==> src/sv/lrf_pkg.sv <==
package lrf_pkg;

    localparam int DATA_W  = 32;
    localparam int ACC_W   = 64;
    localparam int ORDER_W = 6;
    localparam int SHIFT_W = 5;
    localparam int INDEX_W = 6;

    localparam logic OP_SAMPLE = 1'b0;
    localparam logic OP_LOAD   = 1'b1;

    localparam logic REG_ORDER = 1'b0;
    localparam logic REG_SHIFT = 1'b1;

    localparam logic [ORDER_W-1:0] ORDER_RESET = 6'd1;
    localparam logic [SHIFT_W-1:0] SHIFT_RESET = 5'd20;

    typedef struct packed {
        logic                      operation;
        logic                      frame_start;
        logic signed [DATA_W-1:0]  sample;
        logic        [INDEX_W-1:0] coef_index;
        logic signed [DATA_W-1:0]  coef_value;
    } t_in_word;

    typedef struct packed {
        logic signed [DATA_W-1:0] residue;
    } t_out_word;

    typedef struct packed {
        logic load;
        logic start;
        logic issue;
        logic finish;
    } t_dp_cmd;

    typedef struct packed {
        logic issue_done;
        logic pipe_busy;
        logic out_free;
    } t_dp_stat;

endpackage

==> src/sv/lrf_ctrl.sv <==
module lrf_ctrl import lrf_pkg::*; (
    input  logic     i_clk,
    input  logic     i_rst_n,
    input  logic     i_in_valid,
    input  logic     i_in_op,
    input  t_dp_stat i_stat,
    output logic     o_in_ready,
    output t_dp_cmd  o_cmd
);

    localparam logic [1:0] ST_IDLE   = 2'd0;
    localparam logic [1:0] ST_RUN    = 2'd1;
    localparam logic [1:0] ST_FINISH = 2'd2;

    logic [1:0] r_state;
    logic [1:0] n_state;

    always_comb begin
        n_state    = r_state;
        o_in_ready = 1'b0;
        o_cmd      = '0;
        case (r_state)
            ST_IDLE: begin
                o_in_ready = 1'b1;
                if (i_in_valid) begin
                    if (i_in_op == OP_LOAD) begin
                        o_cmd.load = 1'b1;
                    end else begin
                        o_cmd.start = 1'b1;
                        n_state     = ST_RUN;
                    end
                end
            end
            ST_RUN: begin
                o_cmd.issue = !i_stat.issue_done;
                if (i_stat.issue_done && !i_stat.pipe_busy) begin
                    n_state = ST_FINISH;
                end
            end
            ST_FINISH: begin
                // hold until the output register can take the residue
                if (i_stat.out_free) begin
                    o_cmd.finish = 1'b1;
                    n_state      = ST_IDLE;
                end
            end
            default: begin
                n_state = ST_IDLE;
            end
        endcase
    end

    always_ff @(posedge i_clk) begin
        if (!i_rst_n) begin
            r_state <= ST_IDLE;
        end else begin
            r_state <= n_state;
        end
    end

endmodule

==> config.mk <==
export PLATFORM = sky130hd
export DESIGN_NAME = lrf_ctrl
export DESIGN_NICKNAME = d
export VERILOG_FILES = /design/src/sv/lrf_pkg.sv /design/src/sv/lrf_ctrl.sv
export SDC_FILE = /design/constraint.sdc
export NUM_CORES = 1
export LEC_CHECK = 0
export BUFFER_PORTS_ARGS = -buffer_cell sky130_fd_sc_hd__buf_2
export CAP_MARGIN = 5
export CORE_AREA = 10 10 47 49
export DETAILED_ROUTE_END_ITERATION = 16
export DIE_AREA = 0 0 57 59
export GPL_TIMING_DRIVEN = 0
export PLACE_DENSITY = 0.3
export SETUP_SLACK_MARGIN = 0.02
export SLEW_MARGIN = 20
export SYNTH_ARGS = -nofsm -noshare
export SYNTH_HDL_FRONTEND = slang
export SYNTH_SLANG_ARGS = --single-unit
==> constraint.sdc <==
create_clock -name i_clk -period 1.2 [get_ports i_clk]
set_clock_uncertainty 0.1 [all_clocks]
set_input_delay 0.18 -clock i_clk [delete_from_list [all_inputs] [get_ports i_clk]]
set_output_delay 0.18 -clock i_clk [all_outputs]
set_load 0.005 [all_outputs]
# ---- Word level (Yosys, flattened, before mapping)
# Cells that the tools add are included.
dict set report classes {
  reduce_logical 5
  div_mod_pow 0
  n_addsub 0
  eq_ne 6
  magnitude_cmp 0
  n_mul 0
  n_mux 13
  n_shift 0
  n_bitwise 0
}
# cell n
set ops {}
lappend ops {{2-bit two-way mux} 6}
lappend ops {{2-bit != test, second input constant} 4}
lappend ops {{1-bit two-way mux} 6}
lappend ops {{2-bit one-hot mux with 3 select lines} 1}
lappend ops {{4-bit AND reduction} 1}
lappend ops {{2-bit by 1-bit equality test with 1-bit output, second input constant} 1}
lappend ops {{2-bit equality test, second input constant} 1}
lappend ops {{1-bit logical NOT} 2}
lappend ops {{2-bit logical NOT} 1}
lappend ops {{1-bit logical AND} 1}
dict set report word_totals {
  ramBits 0
  memories 0
  wordCells 25
  romBits 0
  reg_bits 2
  latchBits 0
}

# ---- Longest topological paths before layout
dict set report depth {
  word_depth 4
  mapped_depth 2
}

# ---- Worst setup path before layout
# No wires, ideal clock.
dict set report synth_path {
  path_type {register -> register}
  startpoint {register r_state[1]}
  endpoint {register r_state[1]}
  path_slack_ps 233
  path_stages_with_launch 3
  arrival_ps 753
  required_ps 985
  n_path_buf 0
  setup_time_ps 115
  path_cell_list {dfxtp_1 > and4bb_2 > o21a_1}
}
dict set report synth_between {
  elab_chain_len 3
}
# element line_no
set synth_lines {}
lappend synth_lines {{start, declared} lrf_ctrl.sv:15} ;# logic [1:0] r_state;
lappend synth_lines {{start signal, assigned} lrf_ctrl.sv:57} ;# r_state <= n_state;
lappend synth_lines {{2-bit by 1-bit equality test with 1-bit output (tied with other cells)} lrf_ctrl.sv:22} ;# case (r_state)
lappend synth_lines {{2-bit != test (no source line)} --}
lappend synth_lines {{4-bit AND reduction (no source line)} --}
# Parallel ways exist; a longest one is shown, timed or not.
# A chain may end at the register's enable or synchronous reset.

==> metrics.txt <==
M1 WL 299 um; Synth top area share a little under a third; RSZ-0062 raised after global routing yes; minimum clock period 1.26 ns; yosys warns 0; Post-DP Area 205 sq um; Worst slew margin between 80 and 90%; Max IR drop VDD approximately 0.0004 V; critical path class reg -> out; via count 173; Synth Register Bits 2; Total Wirelength 587 um; Final ANT Viol Nets 0; Largest register FFs 2; I/O Pins 12; Least-Margin Pin Slew 0.190 ns; die height 59 um; global route total overflow 0; port buffer count 11; NumNets Final 38; drt pass-1 iters 2; Avg Cell Area, Syn 9.29 sq um; register area share after synthesis 30.8%; final worst slack -0.0607 ns; initial antenna violation count 0; CTS Buf Count 3; worst path arrival time around 1 ns; Worst Path Required just over 0.9 ns; Max FO, Critical Path 7; # diodes 0; Final Hold Violating Endpoints 0; metal3 WL roughly 80 um; Residual DRC 0; highest clock rate around 790 MHz; global-route wire length before repair 1010 um; TritonCTS clock tree done; Startpoint Class flip-flop; largest net degree at the start of global routing 8; Worst setup EP type output port; Area growth syn-to-layout 108%; initial core utilization 9.29%; die area ~3400 sq um; Final Wtd Congestion 0.815; clk_lat worst skew 0.22 ns; Clock Path Buffers 2; Rows 14; Tcrit/Tclk final 105%; drt wl/cell 13.0 um; post-route cell area 270 sq um; All-Layer GR Usage 4.06%; P_leak 0.120 nW; Pins Over Slew Limit 0; min-delay worst type in -> reg; final core occ 19.3%; Pwr Density around 1000 nW/um^2; DRT iter0 DRCs 2; number of global-route vias before repair approximately 210; Top Registers r_state (2); max cap viols 0; Post-DP HPWL 442 um; post-synthesis cell count 14; failing checks setup timing; Synth area leader dfxtp_1; Clock Tree Root clkbuf_4; status finished with violations; met2 wire len 208 um; core area roughly 1400 sq um; hold path start i_rst_n; worst r2r src r_state[0]; Synth area leaders dfxtp_1 (31%), nor3b_1 (17%), and4bb_2 (9.6%); final setup vio count 3; Filler cells 166; Sink Count 2; Top Layer Used met3; die width roughly 57 um; syn nets 21; CTS Hold Bufs 0; Critical Path Start r_state[0]; Netlist cell types 11; Mapped Area between 100 and 150 sq um; clk slew on worst S/H paths around 0.03 ns; DR vias/cell 3.84; share of layout cells above drive strength 1 79.3%; H-tree depth 1; Largest Register r_state
-- repair_timing --
item / CTS / global route
pin swaps: 1 / 1
buffers inserted: 1 / 0
endpoints found under the setup margin: 4 / 4
gates resized for setup: 9 / 1
-- worst max-delay path: stages (launching register included) --
cell and delay (ns):
dfxtp_4 0.36, nor4b_4 0.25, buf_2 0.15
-- synth_stat cells --
master,instances
dfxtp_1,2
o2111a_1,1
nor4b_1,1
and4bb_2,1
and3_1,1
nor2_1,1
nand3b_1,1
inv_1,1
nor2b_1,1
o21a_1,1
nor3b_1,3
-- power by group --
group | internal [W] | total [W] | switching, W
clock network | 0.000110 | 0.000149 | 0.0000388
logic | 0.0000303 | 0.0000485 | 0.0000182
registers | 0.0000684 | 0.0000766 | 0.00000827
-- path summary, 6_finish.rpt --
path | slack [ns] | endpoint | cells after the start
min | 0.08 | r_state[1] | 2
max reg2reg | 0.10 | r_state[1] | 3
min reg2reg | 0.49 | r_state[0] | 2
max | -0.06 | o_cmd[2] | 2
-- metrics by stage --
stage	total power (W)	hold WS [ns]	setup TNS [ns]	cells	setup WS, ns
floorplan	0.0000909	0.198	0	14	0.233
global placement	0.000114	0.304	0	41	0.133
detailed placement	0.000116	0.314	0	41	0.0546
CTS	0.000287	0.0737	-0.179	45	-0.0714
global route	0.000299	0.0932	-0.356	45	-0.115
finish	0.000274	0.0837	-0.102	45	-0.0607
-- cells in the final DEF (no fill, tap or decap), drive strengths merged --
master	netlist	final
buf	0	12
clkbuf	0	3
nor3b	3	3
dfxtp	2	2
nor2	1	1
inv	1	1
and3	1	1
nor2b	1	1
nand3b	1	1
o2111a	1	1
and4bb	1	1
o21a	1	1
nor4b	1	1
-- layout make-up --
type	count	area [sq um]	area share (%)
inverters	1	3.75	1.39
well taps	16	20.0	7.41
repair buffers	12	62.6	23.1
multi-input cells	11	114	42.1
clock buffers	3	22.5	8.33
flip-flops and latches	2	47.5	17.6
-- kinds of logic after synthesis --
| kind of cell | Yosys count | share of synthesized area [%] |
|---|---|---|
| simple gates | 9 | 51.9 |
| flops | 2 | 30.8 |
| compound gates | 2 | 14.4 |
| buf+inv | 1 | 2.88 |
-- metal layers --
metal  vias to the layer above  track usage, %
met5                         -               0
met4                         0            4.03
met3                         0            3.22
met2                        12            4.50
met1                        76            4.49
li1                         85               -
(Power assumes the default switching activity.)
